==> src/rtl/core/bcc_pkg.sv <==
// Shared types and constants of the button click classifier.
package bcc_pkg;

  localparam int unsigned TIME_BITS = 32;
  localparam int unsigned NOW_BITS  = 32;
  localparam int unsigned CFG_BITS  = 16;
  localparam int unsigned CFG_IDX_BITS = 2;

  localparam logic [CFG_IDX_BITS-1:0] CFG_CLICK_MODE    = 2'd0;
  localparam logic [CFG_IDX_BITS-1:0] CFG_DOUBLE_WINDOW = 2'd1;
  localparam logic [CFG_IDX_BITS-1:0] CFG_LONG_PRESS    = 2'd2;

  localparam logic [15:0] DOUBLE_WINDOW_RST = 16'd300;
  localparam logic [15:0] LONG_PRESS_RST    = 16'd1000;

  typedef logic [TIME_BITS-1:0] stamp_t;

  typedef enum logic [1:0] {
    EV_NONE   = 2'd0,
    EV_SHORT  = 2'd1,
    EV_LONG   = 2'd2,
    EV_DOUBLE = 2'd3
  } ev_kind_e;

  typedef struct packed {
    logic   is_down;
    stamp_t press_start;
    logic   long_done;
    stamp_t release_stamp;
    logic   short_pending;
    logic   second_click_armed;
  } click_state_t;

endpackage

==> src/rtl/core/bcc_if.sv <==
// Request and result channel interfaces of the button click classifier.
interface bcc_in_if;
  logic        valid;
  logic        ready;
  logic        press_edge;
  logic        release_edge;
  logic [31:0] now_ms;

  modport source (output valid, press_edge, release_edge, now_ms, input ready);
  modport sink   (input valid, press_edge, release_edge, now_ms, output ready);
endinterface

interface bcc_out_if;
  logic       valid;
  logic       ready;
  logic [1:0] event_kind;

  modport source (output valid, event_kind, input ready);
  modport sink   (input valid, event_kind, output ready);
endinterface

==> src/rtl/core/button_click_classifier_top.sv <==
// Top level of the button click classifier: input register, classifier, result register.
//
// Each request (press edge, release edge, millisecond stamp) yields exactly one event:
// none, short press, long press or double click. A request is taken into an input
// register, classified against the stored button state and written to a result register,
// so the block takes one request per cycle while the result is not stalled; the state
// update on each request is the only loop. A stalled result holds the input register,
// which then takes no new request until the result register drains. The user must write
// configuration through the plain write port only while no request is in flight; the
// block itself does not enforce this.
module button_click_classifier_top
  import bcc_pkg::*;
(
  input  logic                    clk_i,
  input  logic                    rst_ni,
  bcc_in_if.sink                  in_i,
  bcc_out_if.source               out_o,
  input  logic                    cfg_we_i,
  input  logic [CFG_IDX_BITS-1:0] cfg_idx_i,
  input  logic [CFG_BITS-1:0]     cfg_data_i
);

  logic        click_mode_q;
  logic [15:0] double_window_q;
  logic [15:0] long_press_q;

  logic         s1_valid_q;
  logic         s1_press_q;
  logic         s1_release_q;
  stamp_t       s1_now_q;
  logic         s1_adv;
  stamp_t       now_t;

  click_state_t st_q, st_d;
  ev_kind_e     ev_d;
  logic         out_valid_q;
  ev_kind_e     out_ev_q;

  generate
    if (TIME_BITS >= NOW_BITS) begin : g_now_ext
      assign now_t = stamp_t'(in_i.now_ms);
    end else begin : g_now_trunc
      assign now_t = in_i.now_ms[TIME_BITS-1:0];
    end
  endgenerate

  assign s1_adv      = !out_valid_q || out_o.ready;
  assign in_i.ready  = !s1_valid_q || s1_adv;
  assign out_o.valid = out_valid_q;
  assign out_o.event_kind = out_ev_q;

  always_ff @(posedge clk_i or negedge rst_ni) begin
    if (!rst_ni) begin
      click_mode_q    <= 1'b0;
      double_window_q <= DOUBLE_WINDOW_RST;
      long_press_q    <= LONG_PRESS_RST;
    end else if (cfg_we_i) begin
      unique case (cfg_idx_i)
        CFG_CLICK_MODE:    click_mode_q    <= cfg_data_i[0];
        CFG_DOUBLE_WINDOW: double_window_q <= cfg_data_i[15:0];
        CFG_LONG_PRESS:    long_press_q    <= cfg_data_i[15:0];
        default:           ;
      endcase
    end
  end

  always_ff @(posedge clk_i or negedge rst_ni) begin
    if (!rst_ni) begin
      s1_valid_q <= 1'b0;
    end else if (in_i.ready) begin
      s1_valid_q <= in_i.valid;
    end
  end

  always_ff @(posedge clk_i) begin
    if (in_i.ready && in_i.valid) begin
      s1_press_q   <= in_i.press_edge;
      s1_release_q <= in_i.release_edge;
      s1_now_q     <= now_t;
    end
  end

  always_comb begin
    stamp_t win;
    stamp_t lim;
    logic   done;
    win  = stamp_t'(double_window_q);
    lim  = stamp_t'(long_press_q);
    st_d = st_q;
    ev_d = EV_NONE;
    done = 1'b0;
    if (!click_mode_q) begin
      if (s1_press_q) begin
        if (st_d.short_pending && (stamp_t'(s1_now_q - st_d.release_stamp) <= win)) begin
          st_d.second_click_armed = 1'b1;
          st_d.short_pending      = 1'b0;
        end
        st_d.is_down     = 1'b1;
        st_d.press_start = s1_now_q;
        st_d.long_done   = 1'b0;
      end
      if (s1_release_q) begin
        st_d.is_down = 1'b0;
        if (!st_d.long_done) begin
          if (st_d.second_click_armed) begin
            st_d.second_click_armed = 1'b0;
            st_d.release_stamp      = '0;
            ev_d = EV_DOUBLE;
            done = 1'b1;
          end else begin
            st_d.short_pending = 1'b1;
            st_d.release_stamp = s1_now_q;
          end
        end else begin
          st_d.long_done          = 1'b0;
          st_d.short_pending      = 1'b0;
          st_d.second_click_armed = 1'b0;
          st_d.release_stamp      = '0;
        end
      end
      if (!done) begin
        if (st_d.short_pending && (stamp_t'(s1_now_q - st_d.release_stamp) > win)) begin
          st_d.short_pending = 1'b0;
          st_d.release_stamp = '0;
          ev_d = EV_SHORT;
        end else if (st_d.is_down && !st_d.long_done &&
                     (stamp_t'(s1_now_q - st_d.press_start) >= lim)) begin
          st_d.long_done          = 1'b1;
          st_d.short_pending      = 1'b0;
          st_d.second_click_armed = 1'b0;
          st_d.release_stamp      = '0;
          ev_d = EV_LONG;
        end
      end
    end else begin
      if (s1_press_q) begin
        st_d.is_down     = 1'b1;
        st_d.press_start = s1_now_q;
        st_d.long_done   = 1'b0;
      end
      if (s1_release_q) begin
        st_d.is_down = 1'b0;
        if (!st_d.long_done) begin
          ev_d = EV_SHORT;
          done = 1'b1;
        end
        st_d.long_done          = 1'b0;
        st_d.short_pending      = 1'b0;
        st_d.second_click_armed = 1'b0;
        st_d.release_stamp      = '0;
      end
      if (!done && st_d.is_down && !st_d.long_done &&
          (stamp_t'(s1_now_q - st_d.press_start) >= lim)) begin
        st_d.long_done = 1'b1;
        ev_d = EV_LONG;
      end
    end
  end

  always_ff @(posedge clk_i or negedge rst_ni) begin
    if (!rst_ni) begin
      st_q        <= '0;
      out_valid_q <= 1'b0;
      out_ev_q    <= EV_NONE;
    end else if (s1_adv) begin
      out_valid_q <= s1_valid_q;
      if (s1_valid_q) begin
        st_q     <= st_d;
        out_ev_q <= ev_d;
      end
    end
  end

  a_pend_arm_excl: assert property (@(posedge clk_i) disable iff (!rst_ni)
    !(st_q.short_pending && st_q.second_click_armed))
    else $error("short press pending and second click armed together");

  a_long_clears: assert property (@(posedge clk_i) disable iff (!rst_ni)
    (s1_adv && s1_valid_q && ev_d == EV_LONG && !click_mode_q)
    |=> (!st_q.short_pending && !st_q.second_click_armed && st_q.long_done))
    else $error("long press left click sequence state behind");

  a_ready_when_empty: assert property (@(posedge clk_i) disable iff (!rst_ni)
    !out_valid_q |-> in_i.ready)
    else $error("input stalled with empty result register");

  a_s1_hold: assert property (@(posedge clk_i) disable iff (!rst_ni)
    (s1_valid_q && !s1_adv) |=> (s1_valid_q && $stable(s1_now_q)))
    else $error("stalled request dropped from input register");

endmodule
==> src/flat_wrapper.sv <==
// flat-port wrapper written by rule: the top's interface ports become plain ports
module button_click_classifier_top_flat import bcc_pkg::*;
  (clk_i, rst_ni, cfg_we_i, cfg_idx_i, cfg_data_i, in_i_valid, in_i_press_edge, in_i_release_edge, in_i_now_ms, in_i_ready, out_o_valid, out_o_event_kind, out_o_ready);
  bcc_in_if in_i_i ();
  bcc_out_if out_o_i ();
  input  logic clk_i;
  input  logic rst_ni;
  input  logic cfg_we_i;
  input  logic [CFG_IDX_BITS-1:0] cfg_idx_i;
  input  logic [CFG_BITS-1:0] cfg_data_i;
  input wire logic [$bits(in_i_i.valid)-1:0] in_i_valid;
  input wire logic [$bits(in_i_i.press_edge)-1:0] in_i_press_edge;
  input wire logic [$bits(in_i_i.release_edge)-1:0] in_i_release_edge;
  input wire logic [$bits(in_i_i.now_ms)-1:0] in_i_now_ms;
  output wire logic [$bits(in_i_i.ready)-1:0] in_i_ready;
  output wire logic [$bits(out_o_i.valid)-1:0] out_o_valid;
  output wire logic [$bits(out_o_i.event_kind)-1:0] out_o_event_kind;
  input wire logic [$bits(out_o_i.ready)-1:0] out_o_ready;
  assign in_i_i.valid = in_i_valid;
  assign in_i_i.press_edge = in_i_press_edge;
  assign in_i_i.release_edge = in_i_release_edge;
  assign in_i_i.now_ms = in_i_now_ms;
  assign in_i_ready = in_i_i.ready;
  assign out_o_valid = out_o_i.valid;
  assign out_o_event_kind = out_o_i.event_kind;
  assign out_o_i.ready = out_o_ready;
  button_click_classifier_top u_core (.clk_i(clk_i), .rst_ni(rst_ni), .in_i(in_i_i), .out_o(out_o_i), .cfg_we_i(cfg_we_i), .cfg_idx_i(cfg_idx_i), .cfg_data_i(cfg_data_i));
endmodule
==> config.mk <==
export PLATFORM = sky130hd
export DESIGN_NAME = button_click_classifier_top_flat
export DESIGN_NICKNAME = d
export VERILOG_FILES = /design/src/rtl/core/bcc_pkg.sv /design/src/rtl/core/bcc_if.sv /design/src/rtl/core/button_click_classifier_top.sv /design/src/flat_wrapper.sv
export SDC_FILE = /design/constraint.sdc
export NUM_CORES = 1
export LEC_CHECK = 0
export ABC_AREA = 1
export BUFFER_PORTS_ARGS = -buffer_cell sky130_fd_sc_hd__buf_4
export CAP_MARGIN = 25
export CORE_ASPECT_RATIO = 1.25
export CORE_UTILIZATION = 55
export DETAILED_ROUTE_END_ITERATION = 12
export PLACE_DENSITY = 0.76
export SYNTH_ARGS = -nofsm -noshare
export SYNTH_HDL_FRONTEND = slang
export SYNTH_SLANG_ARGS = --single-unit
export TNS_END_PERCENT = 5
==> constraint.sdc <==
create_clock -name clk_i -period 7.4 [get_ports clk_i]
set_clock_uncertainty 0.15 [all_clocks]
set_input_delay 1.11 -clock clk_i [delete_from_list [all_inputs] [get_ports clk_i]]
set_output_delay 1.11 -clock clk_i [all_outputs]
set_load 0.005 [all_outputs]
=== Word level (Yosys, flattened, before mapping) ===
Index checks and enable logic that the tools add are counted.

* Bits in registers: 139
* Latch bits: 0
* Memory bits (writable): 0
* ROM bits: 0
* Input port bits: 57
* Output and inout port bits: 4
* Word-level logic and storage cells: 88
* Memories: 0

* Add/subtract/negate cells: 4
* Multipliers: 0
* Divide/modulo/power cells: 0
* Order comparisons: 4
* Equality and inequality tests: 3
* Shift-type cells: 0
* Muxes and demuxes: 41
* Bitwise logic cells: 0
* Reduce and logical (&&, ||, !) cells: 21

{| class="wikitable"
|+ Operators by type and width
! kind !! number
|-
| $mux W35 || 6
|-
| $mux W34 || 4
|-
| $sub A32 B32 Y32 || 4
|-
| $mux W68 || 1
|-
| $ge A32 B16 Y1 || 2
|-
| $mux W33 || 1
|-
| $gt A32 B16 Y1 || 1
|-
| $le A32 B16 Y1 || 1
|-
| $mux W32 || 1
|-
| $mux W2 || 12
|-
| $mux W1 || 16
|-
| $logic_and A1 B1 Y1 || 8
|-
| $reduce_and A2 Y1 || 4
|-
| $logic_not A1 Y1 || 5
|-
| $reduce_and A3 Y1 || 1
|-
| $eq A2 B1 Y1 const B || 1
|-
| $eq A2 B2 Y1 const B || 1
|-
| $logic_not A2 Y1 || 1
|-
| $logic_or A1 B1 Y1 || 2
|-
| $ne A2 B2 Y1 const B || 1
|}

=== Longest topological paths before layout ===
* Word-level depth: 17
* Depth in mapped cells: 57

=== Worst setup path before layout ===
OpenSTA, ideal clock, no wires.

* Path kind: register to register
* Start: reg u_core.s1_now_q[0]
* End: reg u_core.st_q[24] (netlist bit)
* Setup time: 83 ps
* Arrival time: 6385 ps
* Data required time: 7167 ps
* Path slack: 782 ps
* Stages on the path, launching flop included: 51
* Buffers on the path: 2
* Period minus slack after synthesis: 6618 ps
* Cells stage by stage: edfxtp_1 > inv_1 > ha_1 > fa_1 > inv_1 > nand3_1 > nand3_2 > nand2_1 > nand2_1 > nand2_1 > nand2_1 > xor2_1 > ha_1 > nand2_1 > nor3_1 > nand3_1 > nand2_1 > nand3_1 > [15 not listed] > ha_1 > nand2_1 > nor2_1 > nand2_1 > nor3_1 > nand4_1 > nand2_1 > nand2_1 > nor3_1 > nand3_1 > nor2_1 > nand4_1 > nor2_1 > nand3_2 > nand2_2 > a21oi_4 > buf_6 > o22ai_2

* Word-level cells in the longest chain between the ends: 16
* Elaborated cells on any way between the ends: 27
* Those cells by class: add/sub (3); order compare (3); mux (18); reduce/logical (3)

{| class="wikitable"
|+ RTL lines
! what !! line !! RTL
|-
| start, declared || button_click_classifier_top.sv:30 || <nowiki>stamp_t s1_now_q;</nowiki>
|-
| start signal, assigned || button_click_classifier_top.sv:79 || <nowiki>s1_now_q <= now_t;</nowiki>
|-
| $sub A32 B32 Y32 || button_click_classifier_top.sv:94 || <nowiki>if (st_d.short_pending && (stamp_t'(s1_now_q - st_d.release_stamp) <= win)) begin</nowiki>
|-
| $le A32 B16 Y1 || button_click_classifier_top.sv:94 ||
|-
| $logic_and A1 B1 Y1 || button_click_classifier_top.sv:94 ||
|-
| $mux W2 || button_click_classifier_top.sv:94 ||
|-
| $mux W2 || button_click_classifier_top.sv:93 || <nowiki>if (s1_press_q) begin</nowiki>
|-
| $mux W2 || button_click_classifier_top.sv:92 || <nowiki>if (!click_mode_q) begin</nowiki>
|-
| $mux W32 || button_click_classifier_top.sv:105 || <nowiki>if (st_d.second_click_armed) begin</nowiki>
|-
| $mux W34 || button_click_classifier_top.sv:104 || <nowiki>if (!st_d.long_done) begin</nowiki>
|-
| $mux W35 || button_click_classifier_top.sv:102 || <nowiki>if (s1_release_q) begin</nowiki>
|-
| $mux W35 || button_click_classifier_top.sv:92 ||
|-
| $sub A32 B32 Y32 || button_click_classifier_top.sv:122 || <nowiki>if (st_d.short_pending && (stamp_t'(s1_now_q - st_d.release_stamp) > win)) begin</nowiki>
|-
| $gt A32 B16 Y1 || button_click_classifier_top.sv:122 ||
|-
| $logic_and A1 B1 Y1 || button_click_classifier_top.sv:122 ||
|-
| $mux W33 || button_click_classifier_top.sv:122 ||
|-
| $mux W35 * || button_click_classifier_top.sv:121 || <nowiki>if (!done) begin</nowiki>
|-
| $mux W68 * || button_click_classifier_top.sv:92 ||
|-
| end signal, assigned || button_click_classifier_top.sv:168 || <nowiki>st_q <= st_d;</nowiki>
|-
| end, declared || button_click_classifier_top.sv:34 || <nowiki>click_state_t st_q, st_d;</nowiki>
|}

Every way passes the cells marked *; elsewhere a longest branch is shown, timed or not. The select of a mux whose other input is x is not followed.
A chain may end at the register's enable or synchronous reset.

=== Worst setup path after layout ===
* Start: reg u_core.s1_now_q[3]
* End: reg u_core.st_q[20] (netlist bit)

Same word-level chain as after synthesis.

==> impl_metrics.py <==
metrics = {
    "run_status": {
        "status": "finished, final reports clean",
    },
    "routing": {
        "drc": 0,
        "route.vias.total": 13800,
        "final_antenna_net_count": 0,
        "wl_per_cell_um": 17.5,
        "vias_per_cell": 5.58,
        "drtPass1Iterations": 5,
        "wl_um": 43400,
        "dr.first_iter.drc_count": 1054,
    },
    "pwr": {
        "p_sw_share_pct": 44.1,
        "intPower_uw": 2360,
        "total_power_uw": 4220,
        "combPwrFrac_pct": 55.0,
        "pwr-share-seq_pct": 24.1,
        "power_switching_uw": 1860,
        "leakage_uw": 0.00816,
        "power_density_mw_per_mm2": 263,
        "p_clk_share_pct": 20.9,
        "peakVddDrop_mv": 0.259,
    },
    "critical_path": {
        "arrival_ns": 7.42,
        "cpMostUsedCell": "nand2_1",
        "crit_path_max_fanout": 10,
        "r2r_end": "u_core.st_q[20]",
        "crit_buf_inv": 7,
        "crit_type": "reg -> reg",
        "cp.required_ns": 7.61,
        "cp-end-kind": "register",
        "r2r_start": "u_core.s1_now_q[3]",
        "slowest_delay_ns": 0.53,
        "cp_top_family": "simple AND/OR/NAND/NOR gates",
        "r2r_slack_ns": 0.18,
        "start_kind": "register",
        "crit_slowest_cell": "edfxtp_1",
        "reg2reg_depth": 52,
    },
    "die": {
        "die_area_mm2": 0.0253,
        "die_h_um": 178,
        "io_pins": 61,
        "fp.coreArea_mm2": 0.0240,
        "die_w_um": 143,
        "num_rows": 63,
        "start_util_pct": 56.7,
    },
    "clocking": {
        "cts_htree_levels": 4,
        "cts_tree": "built",
        "clock-sinks": 139,
        "cts_root_buf": "clkbuf_16",
        "clk_pin_slew_ns": 0.06,
        "clk_latency_ns": 0.44,
        "clockBufferDepth": 2,
        "numCtsBuffers": 17,
    },
    "finish": {
        "multi_input_area_mm2": 0.00869,
        "final_cell_mix": "nand2_1 (568), inv_1 (359), buf_4 (149)",
        "fin_nets": 2341,
        "post-route-util_pct": 67.0,
        "final_layout_size_suffix_gt1_share_pct": 17.0,
        "area.sequential_mm2": 0.00366,
        "areaGrowthSynthToFinish_pct": 18.1,
        "nFillCells": 2146,
        "antennaDiodeCount": 0,
        "final_common_cell": "nand2_1",
        "final-instance-count-excl-fill": 2478,
    },
    "yosys": {
        "synth_area_mm2": 0.0136,
        "ys_seq_area_share_pct": 26.9,
        "synthCells": 1999,
        "syn_nets": 2200,
        "syn_avg_cell_area_um2": 6.80,
        "yosysWarnings": 0,
        "ys_ff_latch": 139,
        "ys_types": 48,
    },
    "timing": {
        "worstMarginPinSlew_ns": 0.879,
        "slew_viol_final": 0,
        "fmax_mhz": 139,
        "fin_crit_sh_pct": 97.5,
        "fin_crit_ns": 7.22,
        "relSlewSlack_pct": 41.3,
        "fin_ws_ns": 0.185,
        "setup_viol": 0,
        "hold_violations": 0,
        "hold_slack_ns": 0.332,
        "rsz0062_at_grt": "yes",
    },
    "placement": {
        "dpl.hpwl_um": 34300,
        "port_buffers": 60,
        "pre_cts_ws_ns": -0.109,
        "gp_congestion": 0.957,
        "placedCellCount": 2436,
    },
    "grt": {
        "grt_pass1_wl_um": 66600,
        "grt_usage_pct": 34.7,
        "first_global_vias": 13100,
        "gr-total-overflow": 0,
        "antenna_found_initial": 0,
        "grt_max_degree": 76,
    },
    "hold_path": {
        "holdPathEnd": "u_core.st_q[58]",
        "min_path_cells": 2,
        "hp-class": "reg -> reg",
        "holdCritStartpoint": "u_core.st_q[58]",
    },
    "job": {
        "drv_cap": 0,
    },
}
==> area by class of cell <==
cell class / instances / share of cell area (%)
flip-flops and latches: 139 / 22.8
clock buffers: 19 / 2.70
clock inverters: 13 / 1.04
well taps: 325 / 2.53
inverters: 377 / 8.82
repair buffers: 157 / 7.98
multi-input cells: 1448 / 54.1
==> repair_timing <==
action,CTS,global route
pin swaps,0,15
resized for setup,9,88
cloned,0,2
hold buffers,0,0
setup endpoints to repair,35,37
buffers inserted,0,5
==> tightest hold or removal path: stages, from the launching register on <==
cell	delay, ns
dfrtp_1	0.34
nand2_1	0.05
o21ai_0	0.06
==> power by group through the flow <==
stage,sequential [uW],clock (uW),combinational (uW)
global route,1030,916,2570
CTS,1010,889,2160
floorplan,993,0,1530
finish,1010,882,2320
global placement,1010,0,2090
detailed placement,1020,0,2140
==> flip-flops by register name (all words and copies together) (netlist names) <==
| signal | cells |
|---|---|
| u_core.click_mode_q | 1 |
| u_core.double_window_q | 16 |
| u_core.long_press_q | 16 |
| u_core.out_o.event_kind | 2 |
| u_core.out_o.valid | 1 |
| u_core.s1_now_q | 32 |
| u_core.s1_press_q | 1 |
| u_core.s1_release_q | 1 |
| u_core.s1_valid_q | 1 |
| u_core.st_q | 68 |
==> worst max path at each step <==
stage | from | end | slack, ns | cells past startpoint
2_1_floorplan | u_core.s1_now_q[0] | u_core.st_q[24] | 0.78 | 50
3_3_place_gp | u_core.s1_now_q[11] | u_core.st_q[30] | 0.07 | 49
3_5_place_dp | u_core.s1_now_q[11] | u_core.st_q[32] | -0.11 | 49
4_1_cts | u_core.st_q[2] | u_core.st_q[3] | 0.02 | 52
5_1_grt | u_core.st_q[7] | u_core.st_q[18] | -0.22 | 52
6_report | u_core.s1_now_q[3] | u_core.st_q[20] | 0.18 | 52
==> layer usage <==
| layer | global-route usage (%) | wire length (um) | vias to the layer above |
|---|---|---|---|
| met2 | 57.8 | 20500 | 518 |
| li1 | - | - | 6729 |
| met1 | 44.3 | 18000 | 6455 |
| met3 | 4.37 | 2920 | 125 |
| met5 | 0 | 0 | - |
| met4 | 17.0 | 2070 | 0 |
==> synth_stat cells, drive strengths merged <==
cell type    instances  area [um2]
nand2              598        2290
inv                377        1420
o21ai              144         721
ha                 141        1760
nor2               135         537
a21oi              119         611
dfrtp               95        2380
nand3               82         455
o22ai               63         582
xor2                41         359
edfxtp              34        1020
clkbuf              28         185
nand4               27         169
nor3                25         161
xnor2               20         175
dfstp               10         263
o21bai               9        67.6
a21o                 8        60.1
a21boi               7        52.6
a31oi                6        37.5
buf                  6        48.8
o211ai               4        30.0
o221ai               4        35.0
fa                   3        60.1
nand3b               3        35.0
and2                 2        12.5
nor4                 2        12.5
a211oi               1        7.51
a221oi               1        8.76
and3                 1        6.26
dlygate4sd3          1        10.0
nor3b                1        7.51
or2                  1        6.26
==> through the flow <==
stage                     area, um2  setup TNS (ns)
after CTS                     15500               0
after detailed placement      14900           -2.17
after floorplan               13600               0
after global routing          16100           -7.08
final                         16100               0
after global placement        14900               0
==> cell families (layout without fill, tap and decap cells) <==
group                      count (synthesis)  in the layout  share of synthesized area, %
AOI/OAI and AO/OA                        366            366                          16.3
xor gates and xnor gates                  61             61                          3.93
adders and majority gates                144            144                          13.4
buffers and inverters                    412            566                          12.2
DFF                                      139            139                          26.9
and+or+nand+nor                          877            877                          27.2
Note: power is estimated with default switching activity, not from simulation.
